--- src/rtl/geq_pkg.sv ---
package geq_pkg;

  // Register indexes of the configuration port
  typedef enum logic [2:0] {
    REG_TRIGGER_LEVEL  = 3'd0,
    REG_CLICK_TOGGLE   = 3'd1,
    REG_FIRST_DELAY    = 3'd2,
    REG_NEXT_DELAY     = 3'd3,
    REG_LEFT_DEADZONE  = 3'd4,
    REG_RIGHT_DEADZONE = 3'd5
  } cfg_reg_t;

  // Reset values of the registers
  localparam logic [7:0]  RST_TRIGGER_LEVEL  = 8'd30;
  localparam logic [15:0] RST_FIRST_DELAY    = 16'd220;
  localparam logic [15:0] RST_NEXT_DELAY     = 16'd160;
  localparam logic [14:0] RST_LEFT_DEADZONE  = 15'd7849;
  localparam logic [14:0] RST_RIGHT_DEADZONE = 15'd8689;

  // Key codes and button bit positions
  localparam int NUM_KEYS    = 25;
  localparam int RPT_KEYS    = 12;
  localparam int KEY_DPAD    = 8;
  localparam int KEY_BUTTON  = 12;
  localparam int KEY_CLICK   = 19;
  localparam int KEY_SHOULD  = 21;
  localparam int KEY_TRIGGER = 23;
  localparam int BIT_CLICK   = 7;
  localparam int BIT_SHOULD  = 9;
  localparam int BIT_DPAD    = 11;

  // Stick direction math
  localparam logic [15:0] SQRT_HALF_Q16 = 16'd46341;
  localparam logic [14:0] AXIS_FULL     = 15'd32767;
  localparam logic [1:0]  DIR_UP        = 2'd0;
  localparam logic [1:0]  DIR_DOWN      = 2'd1;
  localparam logic [1:0]  DIR_LEFT      = 2'd2;
  localparam logic [1:0]  DIR_RIGHT     = 2'd3;

  typedef enum logic [3:0] {
    DS_IDLE,
    DS_SQX,
    DS_SQY,
    DS_SUM,
    DS_ROOT,
    DS_CHECK,
    DS_MD,
    DS_SMD,
    DS_XN,
    DS_YN,
    DS_DECIDE
  } dir_state_t;

  typedef enum logic [1:0] {
    TS_IDLE,
    TS_DIR,
    TS_KEYS,
    TS_FINISH
  } top_state_t;

  // Status of the direction unit toward the sequencer
  typedef struct packed {
    logic       busy;
    logic       done;
    logic       hit;
    logic [1:0] code;
  } dir_res_t;

endpackage

--- src/rtl/geq_dir_unit.sv ---
module geq_dir_unit (
  input  logic               clk,
  input  logic               rst,
  input  logic               start,
  input  logic signed [15:0] x,
  input  logic signed [15:0] y,
  input  logic [14:0]        dz,
  output geq_pkg::dir_res_t  res
);
  import geq_pkg::*;

  dir_state_t  state;
  dir_state_t  state_next;
  logic [15:0] ax;
  logic [15:0] ay;
  logic        xneg;
  logic        yneg;
  logic [14:0] dzr;
  logic [47:0] prod;
  logic [31:0] acc;
  logic [31:0] rem;
  logic [31:0] root;
  logic [31:0] bitv;
  logic [3:0]  cnt;
  logic [15:0] mval;
  logic [14:0] nreg;
  logic [14:0] dreg;
  logic [46:0] rhs;
  logic [30:0] lx;
  logic        done;
  logic        hit;
  logic [1:0]  code;

  logic [15:0] mul_a;
  logic [31:0] mul_b;
  logic [47:0] mul_p;
  logic [31:0] trial;
  logic [15:0] mcur;
  logic [14:0] clip;
  logic [14:0] nval;
  logic        gx;
  logic        gy;

  // Next state
  always_comb begin
    state_next = state;
    case (state)
      DS_IDLE:   if (start) state_next = DS_SQX;
      DS_SQX:    state_next = DS_SQY;
      DS_SQY:    state_next = DS_SUM;
      DS_SUM:    state_next = DS_ROOT;
      DS_ROOT:   if (cnt == 4'd15) state_next = DS_CHECK;
      DS_CHECK: begin
        if ({1'b0, dz} >= mcur || nval == 15'd0) state_next = DS_IDLE;
        else state_next = DS_MD;
      end
      DS_MD:     state_next = DS_SMD;
      DS_SMD:    state_next = DS_XN;
      DS_XN:     state_next = DS_YN;
      DS_YN:     state_next = DS_DECIDE;
      DS_DECIDE: state_next = DS_IDLE;
      default:   state_next = DS_IDLE;
    endcase
  end

  // Operand select of the shared multiplier
  always_comb begin
    mul_a = '0;
    mul_b = '0;
    case (state)
      DS_SQX: begin
        mul_a = ax;
        mul_b = {16'd0, ax};
      end
      DS_SQY: begin
        mul_a = ay;
        mul_b = {16'd0, ay};
      end
      DS_MD: begin
        mul_a = mval;
        mul_b = {17'd0, dreg};
      end
      DS_SMD: begin
        mul_a = SQRT_HALF_Q16;
        mul_b = prod[31:0];
      end
      DS_XN: begin
        mul_a = ax;
        mul_b = {17'd0, nreg};
      end
      DS_YN: begin
        mul_a = ay;
        mul_b = {17'd0, nreg};
      end
      default: begin
        mul_a = '0;
        mul_b = '0;
      end
    endcase
  end

  assign mul_p = mul_a * mul_b;
  assign trial = root + bitv;
  assign mcur  = root[15:0];
  assign clip  = (mcur > {1'b0, AXIS_FULL}) ? AXIS_FULL : mcur[14:0];
  assign nval  = clip - dz;
  assign gx    = {lx, 16'd0} > rhs;
  assign gy    = {prod[30:0], 16'd0} > rhs;

  // Control registers
  always_ff @(posedge clk) begin
    if (rst) begin
      state <= DS_IDLE;
      done  <= 1'b0;
    end else begin
      state <= state_next;
      done  <= (state == DS_DECIDE) ||
               (state == DS_CHECK && state_next == DS_IDLE);
    end
  end

  // Datapath: squares, bitwise root, scaled compares
  always_ff @(posedge clk) begin
    prod <= mul_p;
    case (state)
      DS_IDLE: begin
        if (start) begin
          ax   <= x[15] ? 16'(-x) : 16'(x);
          ay   <= y[15] ? 16'(-y) : 16'(y);
          xneg <= x[15];
          yneg <= y[15];
          dzr  <= dz;
        end
      end
      DS_SQY: acc <= prod[31:0];
      DS_SUM: begin
        rem  <= acc + prod[31:0];
        root <= '0;
        bitv <= 32'h4000_0000;
        cnt  <= '0;
      end
      DS_ROOT: begin
        if (rem >= trial) begin
          rem  <= rem - trial;
          root <= (root >> 1) + bitv;
        end else begin
          root <= root >> 1;
        end
        bitv <= bitv >> 2;
        cnt  <= cnt + 4'd1;
      end
      DS_CHECK: begin
        mval <= mcur;
        nreg <= nval;
        dreg <= AXIS_FULL - dzr;
        hit  <= 1'b0;
      end
      DS_XN: rhs <= prod[46:0];
      DS_YN: lx <= prod[30:0];
      DS_DECIDE: begin
        hit <= 1'b1;
        if (!xneg && gx) code <= DIR_RIGHT;
        else if (xneg && gx) code <= DIR_LEFT;
        else if (yneg && gy) code <= DIR_UP;
        else if (!yneg && gy) code <= DIR_DOWN;
        else hit <= 1'b0;
      end
      default: ;
    endcase
  end

  assign res.busy = (state != DS_IDLE);
  assign res.done = done;
  assign res.hit  = hit;
  assign res.code = code;

endmodule

--- src/rtl/gamepad_event_qualifier.sv ---
// Game mode: the request goes straight to the finish state, which queues its events;
// the first is then loaded into the output register. Menu mode: four stick evaluations
// (start, squares, 16-step root, scaled compares, hand-off) on one shared multiplier,
// then the 12 repeat keys in turn and a finish state that queues the events.
// A new request is taken once the last event of the previous one is loaded.
// Reset (rst, synchronous): registers to defaults, history and repeat state clear.
module gamepad_event_qualifier #(
  parameter int TIME_BITS = 32
) (
  input  logic               clk,
  input  logic               rst,
  input  logic               cfg_we,
  input  logic [2:0]         cfg_index,
  input  logic [15:0]        cfg_data,
  input  logic               in_valid,
  output logic               in_ready,
  input  logic               pad_present,
  input  logic               menu_mode,
  input  logic signed [15:0] left_x,
  input  logic signed [15:0] left_y,
  input  logic signed [15:0] right_x,
  input  logic signed [15:0] right_y,
  input  logic signed [15:0] trigger_left,
  input  logic signed [15:0] trigger_right,
  input  logic [14:0]        button_bits,
  input  logic signed [31:0] now_time,
  output logic               out_valid,
  input  logic               out_ready,
  output logic [4:0]         key_code,
  output logic               key_down,
  output logic               last_event
);
  import geq_pkg::*;

  top_state_t state;
  top_state_t state_next;

  logic [7:0]  trigger_level;
  logic        click_toggle_enable;
  logic [15:0] first_repeat_delay;
  logic [15:0] next_repeat_delay;
  logic [14:0] left_deadzone;
  logic [14:0] right_deadzone;

  logic signed [15:0] sax [6];
  logic [14:0]        snb;
  logic               smenu;
  logic signed [TIME_BITS-1:0] snow;
  logic signed [15:0] prev_axes [6];
  logic [14:0]        prev_buttons;

  logic signed [TIME_BITS-1:0] rpt_time [RPT_KEYS];
  logic [RPT_KEYS-1:0] rpt_started;
  logic [1:0]          click_toggled;

  logic [1:0]          slot;
  logic                launch;
  logic [3:0]          kidx;
  logic [3:0]          dhit;
  logic [1:0]          dcode [4];

  logic [NUM_KEYS-1:0] ev_valid;
  logic [NUM_KEYS-1:0] ev_down;
  logic [NUM_KEYS-1:0] pending;

  logic        in_fire;
  logic [63:0] now_wide;
  dir_res_t    dres;
  logic signed [15:0] dx;
  logic signed [15:0] dy;
  logic [14:0] ddz;

  logic [1:0]  grp;
  logic [1:0]  kj;
  logic        held;
  logic        was;
  logic signed [TIME_BITS-1:0] last_t;
  logic [TIME_BITS-1:0] diff;
  logic [15:0] delay;
  logic        send;
  logic [3:0]  dpad_new;
  logic [3:0]  dpad_old;

  logic signed [15:0] th;
  logic [NUM_KEYS-1:0] fin_valid;
  logic [NUM_KEYS-1:0] fin_down;
  logic [1:0]          tog_next;

  logic [4:0]          sel;
  logic [NUM_KEYS-1:0] sel_hot;
  logic                load;

  assign in_ready = (state == TS_IDLE) && (pending == '0);
  assign in_fire  = in_valid && in_ready;
  assign now_wide = {{32{now_time[31]}}, now_time};

  // Next state
  always_comb begin
    state_next = state;
    case (state)
      TS_IDLE:   if (in_fire) state_next = menu_mode ? TS_DIR : TS_FINISH;
      TS_DIR:    if (dres.done && slot == 2'd3) state_next = TS_KEYS;
      TS_KEYS:   if (kidx == 4'(RPT_KEYS - 1)) state_next = TS_FINISH;
      TS_FINISH: state_next = TS_IDLE;
      default:   state_next = TS_IDLE;
    endcase
  end

  // Stick operands: new left, old left, new right, old right
  always_comb begin
    case (slot)
      2'd0: begin
        dx = sax[0]; dy = sax[1]; ddz = left_deadzone;
      end
      2'd1: begin
        dx = prev_axes[0]; dy = prev_axes[1]; ddz = left_deadzone;
      end
      2'd2: begin
        dx = sax[2]; dy = sax[3]; ddz = right_deadzone;
      end
      default: begin
        dx = prev_axes[2]; dy = prev_axes[3]; ddz = right_deadzone;
      end
    endcase
  end

  geq_dir_unit u_dir (
    .clk   (clk),
    .rst   (rst),
    .start (launch),
    .x     (dx),
    .y     (dy),
    .dz    (ddz),
    .res   (dres)
  );

  // Repeat decision for the key under the counter
  assign grp      = kidx[3:2];
  assign kj       = kidx[1:0];
  assign dpad_new = snb[BIT_DPAD+3:BIT_DPAD];
  assign dpad_old = prev_buttons[BIT_DPAD+3:BIT_DPAD];

  always_comb begin
    case (grp)
      2'd0: begin
        held = dhit[0] && dcode[0] == kj;
        was  = dhit[1] && dcode[1] == kj;
      end
      2'd1: begin
        held = dhit[2] && dcode[2] == kj;
        was  = dhit[3] && dcode[3] == kj;
      end
      2'd2: begin
        held = dpad_new[kj];
        was  = dpad_old[kj];
      end
      default: begin
        held = 1'b0;
        was  = 1'b0;
      end
    endcase
  end

  assign last_t = rpt_time[kidx];
  assign diff   = snow - last_t;
  assign delay  = rpt_started[kidx] ? next_repeat_delay : first_repeat_delay;
  assign send   = held && ((snow < last_t) || (diff > TIME_BITS'(delay)));

  // Edge events of d-pad, buttons, clicks, shoulders and triggers
  assign th = signed'({8'd0, trigger_level});

  always_comb begin
    fin_valid = '0;
    fin_down  = '0;
    tog_next  = click_toggled;
    for (int j = 0; j < 4; j++) begin
      fin_valid[KEY_DPAD+j] = snb[BIT_DPAD+j] ^ prev_buttons[BIT_DPAD+j];
      fin_down[KEY_DPAD+j]  = snb[BIT_DPAD+j];
    end
    for (int j = 0; j < 7; j++) begin
      fin_valid[KEY_BUTTON+j] = snb[j] ^ prev_buttons[j];
      fin_down[KEY_BUTTON+j]  = snb[j];
    end
    for (int j = 0; j < 2; j++) begin
      if (!click_toggle_enable || smenu) begin
        tog_next[j]            = 1'b0;
        fin_valid[KEY_CLICK+j] = snb[BIT_CLICK+j] ^ prev_buttons[BIT_CLICK+j];
        fin_down[KEY_CLICK+j]  = snb[BIT_CLICK+j];
      end else if (snb[BIT_CLICK+j] && !prev_buttons[BIT_CLICK+j]) begin
        tog_next[j]            = !click_toggled[j];
        fin_valid[KEY_CLICK+j] = 1'b1;
        fin_down[KEY_CLICK+j]  = !click_toggled[j];
      end
      fin_valid[KEY_SHOULD+j] = snb[BIT_SHOULD+j] ^ prev_buttons[BIT_SHOULD+j];
      fin_down[KEY_SHOULD+j]  = snb[BIT_SHOULD+j];
      fin_valid[KEY_TRIGGER+j] = (sax[4+j] >= th) != (prev_axes[4+j] >= th);
      fin_down[KEY_TRIGGER+j]  = (sax[4+j] >= th);
    end
  end

  // Pick the lowest pending event
  always_comb begin
    sel     = '0;
    sel_hot = '0;
    for (int i = NUM_KEYS - 1; i >= 0; i--) begin
      if (pending[i]) begin
        sel = 5'(i);
      end
    end
    sel_hot[sel] = 1'b1;
  end

  assign load = (pending != '0) && (!out_valid || out_ready);

  // Configuration writes
  always_ff @(posedge clk) begin
    if (rst) begin
      trigger_level       <= RST_TRIGGER_LEVEL;
      click_toggle_enable <= 1'b0;
      first_repeat_delay  <= RST_FIRST_DELAY;
      next_repeat_delay   <= RST_NEXT_DELAY;
      left_deadzone       <= RST_LEFT_DEADZONE;
      right_deadzone      <= RST_RIGHT_DEADZONE;
    end else if (cfg_we) begin
      case (cfg_index)
        REG_TRIGGER_LEVEL:  trigger_level       <= cfg_data[7:0];
        REG_CLICK_TOGGLE:   click_toggle_enable <= cfg_data[0];
        REG_FIRST_DELAY:    first_repeat_delay  <= cfg_data;
        REG_NEXT_DELAY:     next_repeat_delay   <= cfg_data;
        REG_LEFT_DEADZONE:  left_deadzone       <= cfg_data[14:0];
        REG_RIGHT_DEADZONE: right_deadzone      <= cfg_data[14:0];
        default: ;
      endcase
    end
  end

  // Sequencer and history
  always_ff @(posedge clk) begin
    if (rst) begin
      state         <= TS_IDLE;
      launch        <= 1'b0;
      slot          <= '0;
      kidx          <= '0;
      prev_buttons  <= '0;
      rpt_started   <= '0;
      click_toggled <= '0;
      pending       <= '0;
      out_valid     <= 1'b0;
      for (int i = 0; i < 6; i++) prev_axes[i] <= '0;
      for (int i = 0; i < RPT_KEYS; i++) rpt_time[i] <= '0;
    end else begin
      state  <= state_next;

      // Start the direction unit on a new menu-mode request or after each stick result but the last
      launch <= in_fire ? menu_mode : (state == TS_DIR && dres.done && slot != 2'd3);

      // Capture the request
      if (in_fire) begin
        sax[0] <= pad_present ? left_x : 16'sd0;
        sax[1] <= pad_present ? left_y : 16'sd0;
        sax[2] <= pad_present ? right_x : 16'sd0;
        sax[3] <= pad_present ? right_y : 16'sd0;
        sax[4] <= pad_present ? trigger_left : 16'sd0;
        sax[5] <= pad_present ? trigger_right : 16'sd0;
        snb    <= pad_present ? button_bits : 15'd0;
        smenu  <= menu_mode;
        snow   <= now_wide[TIME_BITS-1:0];
        slot   <= '0;
        kidx   <= '0;
        ev_valid <= '0;
        ev_down  <= '0;
      end

      // Collect stick directions
      if (state == TS_DIR && dres.done) begin
        dhit[slot]  <= dres.hit;
        dcode[slot] <= dres.code;
        slot        <= slot + 2'd1;
      end

      // Advance through repeat keys
      if (state == TS_KEYS) begin
        kidx <= kidx + 4'd1;
        if (send) begin
          rpt_time[kidx]           <= snow;
          rpt_started[kidx]        <= 1'b1;
          ev_valid[{1'b0, kidx}]   <= 1'b1;
          ev_down[{1'b0, kidx}]    <= 1'b1;
        end else if (!held && was) begin
          rpt_time[kidx]           <= '0;
          rpt_started[kidx]        <= 1'b0;
          ev_valid[{1'b0, kidx}]   <= 1'b1;
          ev_down[{1'b0, kidx}]    <= 1'b0;
        end
      end

      // Close the sample and queue its events
      if (state == TS_FINISH) begin
        if (smenu) begin
          pending <= {fin_valid[NUM_KEYS-1:KEY_BUTTON], ev_valid[KEY_BUTTON-1:0]};
          ev_down <= {fin_down[NUM_KEYS-1:KEY_BUTTON], ev_down[KEY_BUTTON-1:0]};
        end else begin
          pending <= {fin_valid[NUM_KEYS-1:KEY_DPAD], ev_valid[KEY_DPAD-1:0]};
          ev_down <= {fin_down[NUM_KEYS-1:KEY_DPAD], ev_down[KEY_DPAD-1:0]};
        end
        click_toggled <= tog_next;
        prev_buttons  <= snb;
        for (int i = 0; i < 6; i++) prev_axes[i] <= sax[i];
      end else if (load) begin
        pending <= pending & ~sel_hot;
      end

      // Output register
      if (load) out_valid <= 1'b1;
      else if (out_ready) out_valid <= 1'b0;
    end
  end

  // Output payload
  always_ff @(posedge clk) begin
    if (load) begin
      key_code   <= sel;
      key_down   <= ev_down[sel];
      last_event <= ((pending & ~sel_hot) == '0);
    end
  end

  a_dir_busy : assert property (@(posedge clk) disable iff (rst)
    dres.busy |-> state == TS_DIR)
    else $error("direction unit running outside stick phase");

  a_pend_idle : assert property (@(posedge clk) disable iff (rst)
    (pending != '0) |-> state == TS_IDLE)
    else $error("events queued while a sample is in work");

  a_keys_range : assert property (@(posedge clk) disable iff (rst)
    state == TS_KEYS |-> kidx < 4'(RPT_KEYS))
    else $error("repeat key counter out of range");

endmodule

--- config.mk ---
export PLATFORM = sky130hd
export DESIGN_NAME = gamepad_event_qualifier
export DESIGN_NICKNAME = d
export VERILOG_FILES = /design/src/rtl/geq_pkg.sv /design/src/rtl/geq_dir_unit.sv /design/src/rtl/gamepad_event_qualifier.sv
export SDC_FILE = /design/constraint.sdc
export NUM_CORES = 2
export LEC_CHECK = 0
export BUFFER_PORTS_ARGS = -buffer_cell sky130_fd_sc_hd__buf_4
export CORE_MARGIN = 1
export CORE_UTILIZATION = 25
export CTS_BUF_LIST = sky130_fd_sc_hd__clkbuf_8 sky130_fd_sc_hd__clkbuf_16
export CTS_CLUSTER_DIAMETER = 30
export DETAILED_ROUTE_END_ITERATION = 10
export HOLD_SLACK_MARGIN = 0.03
export PLACE_DENSITY = 0.42
export SLEW_MARGIN = 20
export SYNTH_ARGS = -nofsm -noshare
export SYNTH_HDL_FRONTEND = slang
export SYNTH_SLANG_ARGS = --single-unit
--- constraint.sdc ---
create_clock -name clk -period 25.1 [get_ports clk]
set_input_delay 3.765 -clock clk [delete_from_list [all_inputs] [get_ports clk]]
set_output_delay 3.765 -clock clk [all_outputs]
set_load 0.05 [all_outputs]
==> metrics.csv <==
metric;value;unit
status;finished, final reports clean;
rows;203;
post_drt_wl_per_cell;20.50;µm
cp.required;25890;ps
grt_setup_unrepaired;false;
clock_latency;920;ps
combinationalPowerShare;32.1;%
seqPwrFrac;26.2;%
grt_max_degree;81;
worstMarginPinSlew;1071;ps
p_int;0.007027;W
clk_pin_slew;50;ps
slowest_stage;a21oi_1;
p_leak;39.41;nW
chipHeight;557.9;µm
r2r-end;u_dir.prod[40]$_DFF_P_;
timing.rr.start;u_dir.state[3]$_SDFF_PP0_;
vias_per_cell;4.537;
layout_commonest_cell;edfxtp_1;
die_w;557.9;µm
fin_skew;86.62;ps
r2r_slack;15350;ps
ys.flop_type;edfxtp_1;
rr_worst_depth;28;
antenna_found_initial;18;
clkSinkCount;1291;
initial_core_util;25.20;%
max_stage_delay;710;ps
route.detailed.drc;0;
fmax;102.6;MHz
cts_buffers;349;
synthCells;6792;
worstSetupEndpointType;flop;
grt.total_usage;15.42;%
syn_avg_cell_area;11.37;µm²
layout_common_cells;edfxtp_1 (1,100), nor2_1 (802), inv_1 (792);
arrival;10540;ps
final_core_util;31.49;%
grt-ovfl-total;0;
synth-edff-count;1100;
whs;393.2;ps
via_count;53450;
drv_slew;0;
switching_power;0.003761;W
fin_crit_sh;38.84;%
peakVddDrop;0.08980;mV
finalHoldViolCount;0;
cap_violations;0;
finalSetupViolCount;0;
crit_top_cell;fa_1;
pwr_density_cell;111.8;mW/mm²
ant_nets;0;
ys_ff_latch;1291;
maxSlewHeadroom;28.44;%
pwr-share-clk;41.7;%
dr.pass1.iters;7;
io_pins;178;
final.min_clock_period;9750;ps
yosysSeqAreaShare;47.71;%
yosysWarningCount;0;
cts_buffer_depth;4;
core-area;0.3066;mm²
min_path_type;reg -> reg;
die-area;0.3112;mm²
htree_levels;5;
fin_setup_tns;0;ps
path_max_fanout;48;
start_kind;flop;
crit_path_end;u_dir.prod[40]$_DFF_P_;
grt_pass1_vias;55930;
async_flop_share;0;%
drive_above_1_share;14.34;%
postCtsHoldBufs;0;
cts_tree;built;
finalWirelength;241500;µm
drtIter0Drc;3516;
dp_hpwl;167800;µm
ys_types;103;
crit_start;u_dir.state[3]$_SDFF_PP0_;
cts_resized;0;
path_class;reg -> reg;
place.gp.congestion;0.8652;
synth_area;0.07725;mm²
area_delta_synth_final;24.95;%
clock-root-buffer;clkbuf_16;
p_sw_share;34.86;%
post_cts.repair.setup_buffers;0;
finalNetCount;8380;
grt_pass1_wl;360100;µm
io_buffers;177;
-- cells in the mapped netlist, types with 29 or more instances --
| cell | n | area share (%) |
|---|---|---|
| a21o_1 | 85 | 0.83 |
| a21oi_1 | 340 | 2.2 |
| a222oi_1 | 37 | 0.48 |
| a22oi_1 | 29 | 0.28 |
| a31oi_1 | 47 | 0.38 |
| and2_1 | 164 | 1.3 |
| and3_1 | 117 | 0.95 |
| buf_1 | 41 | 0.20 |
| buf_2 | 68 | 0.44 |
| clkbuf_1 | 196 | 0.95 |
| dfxtp_1 | 191 | 4.9 |
| edfxtp_1 | 1100 | 43 |
| fa_1 | 421 | 11 |
| ha_1 | 401 | 6.5 |
| inv_1 | 731 | 3.6 |
| mux2i_1 | 51 | 0.66 |
| mux4_2 | 167 | 4.9 |
| nand2_1 | 665 | 3.2 |
| nand2b_1 | 47 | 0.38 |
| nand3_1 | 106 | 0.69 |
| nand4_1 | 61 | 0.49 |
| nor2_1 | 805 | 3.9 |
| nor2b_1 | 56 | 0.45 |
| nor3_1 | 50 | 0.32 |
| o211ai_1 | 33 | 0.32 |
| o21ai_0 | 154 | 1.0 |
| xnor2_1 | 119 | 1.3 |
| xor2_1 | 115 | 1.3 |
-- state kept, by name, indices dropped and copies added, names as in the netlist, 16 cells and up, named ones only --
signal / flops
u_dir.ax: 16
u_dir.acc: 32
prev_axes: 96
u_dir.ay: 16
u_dir.bitv: 16
snow: 32
u_dir.lx: 31
u_dir.root: 32
rpt_time: 512
u_dir.rhs: 47
next_repeat_delay: 16
pending: 25
u_dir.mval: 16
sax: 96
u_dir.rem: 32
first_repeat_delay: 16
u_dir.prod: 47
ev_down: 25
-- cell type report --
type	instances	area, µm²
diodes	5	12.51
clock buffers	370	9067
clock inverters	268	2989
fillers	31380	210000
inverters	733	2756
multi-input cells	4729	37560
flip-flops and latches	1291	36870
well taps	4100	5130
repair buffers	285	2143
-- per-stage QoR --
| stage | area, µm² | power (W) | setup slack [ps] | std cells |
|---|---|---|---|---|
| 6_report | 96530 | 0.01079 | 15350 | 11780 |
| 5_1_grt | 96520 | 0.01140 | 14770 | 11780 |
| 4_1_cts | 96510 | 0.01090 | 15480 | 11780 |
| 3_5_place_dp | 84450 | 0.006339 | 15510 | 11140 |
| 3_3_place_gp | 84450 | 0.006332 | 15520 | 11140 |
| 2_1_floorplan | 78270 | 0.005196 | 14100 | 7062 |
-- cells by family (layout without fill, tap and decap cells) --
group	after synthesis	after routing	synth area share [%]
other	2	277	0.009721
adder cells (fa/ha/maj)	823	823	17.42
XOR/XNOR	234	234	2.653
flip-flops	1291	1291	47.71
AO/OA/AOI/OAI	979	979	8.390
multiplexers	225	225	5.636
buffers and inverters	1042	1656	5.199
AND/OR/NAND/NOR	2196	2196	12.99
-- critical path, delay by kind of cell (launching register included) --
| kind | cells | cell delay [ps] |
|---|---|---|
| adders and majority gates | 7 | 3270 |
| AOI/OAI and AO/OA | 11 | 3000 |
| and+or+nand+nor | 5 | 1910 |
| buffers and inverters | 4 | 670 |
| DFF | 1 | 630 |
| xor gates and xnor gates | 1 | 160 |
-- power by group through the flow --
| stage | Sequential [W] | Clock, W | Combinational, W |
|---|---|---|---|
| 2_1_floorplan | 0.00282 | 0 | 0.00237 |
| 3_3_place_gp | 0.00286 | 0 | 0.00347 |
| 3_5_place_dp | 0.00287 | 0 | 0.00347 |
| 4_1_cts | 0.00283 | 0.00458 | 0.00349 |
| 5_1_grt | 0.00285 | 0.00469 | 0.00387 |
| 6_report | 0.00283 | 0.00449 | 0.00347 |
-- how the worst min path moves through the flow --
stage,depth (start not counted),from,end
3_5_place_dp,0,u_dir.prod[45]$_DFF_P_,u_dir.rhs[45]$_DFFE_PN_
4_1_cts,0,u_dir.prod[35]$_DFF_P_,u_dir.rhs[35]$_DFFE_PN_
5_1_grt,0,u_dir.prod[35]$_DFF_P_,u_dir.rhs[35]$_DFFE_PN_
6_report,0,u_dir.prod[35]$_DFF_P_,u_dir.rhs[35]$_DFFE_PN_
3_3_place_gp,0,u_dir.prod[41]$_DFF_P_,u_dir.rhs[41]$_DFFE_PN_
2_1_floorplan,0,u_dir.prod[32]$_DFF_P_,u_dir.rhs[32]$_DFFE_PN_
-- metal layers --
layer  vias to the layer above  routed length [µm]  GRT usage [%]
li1                      24790                   -              -
met2                      1293              117400          26.27
met1                     26950              105800          19.80
met5                         -                  20              0
met4                         2                7525          5.154
met3                       421               10760          2.434
Power figures use the tool's default switching activity.
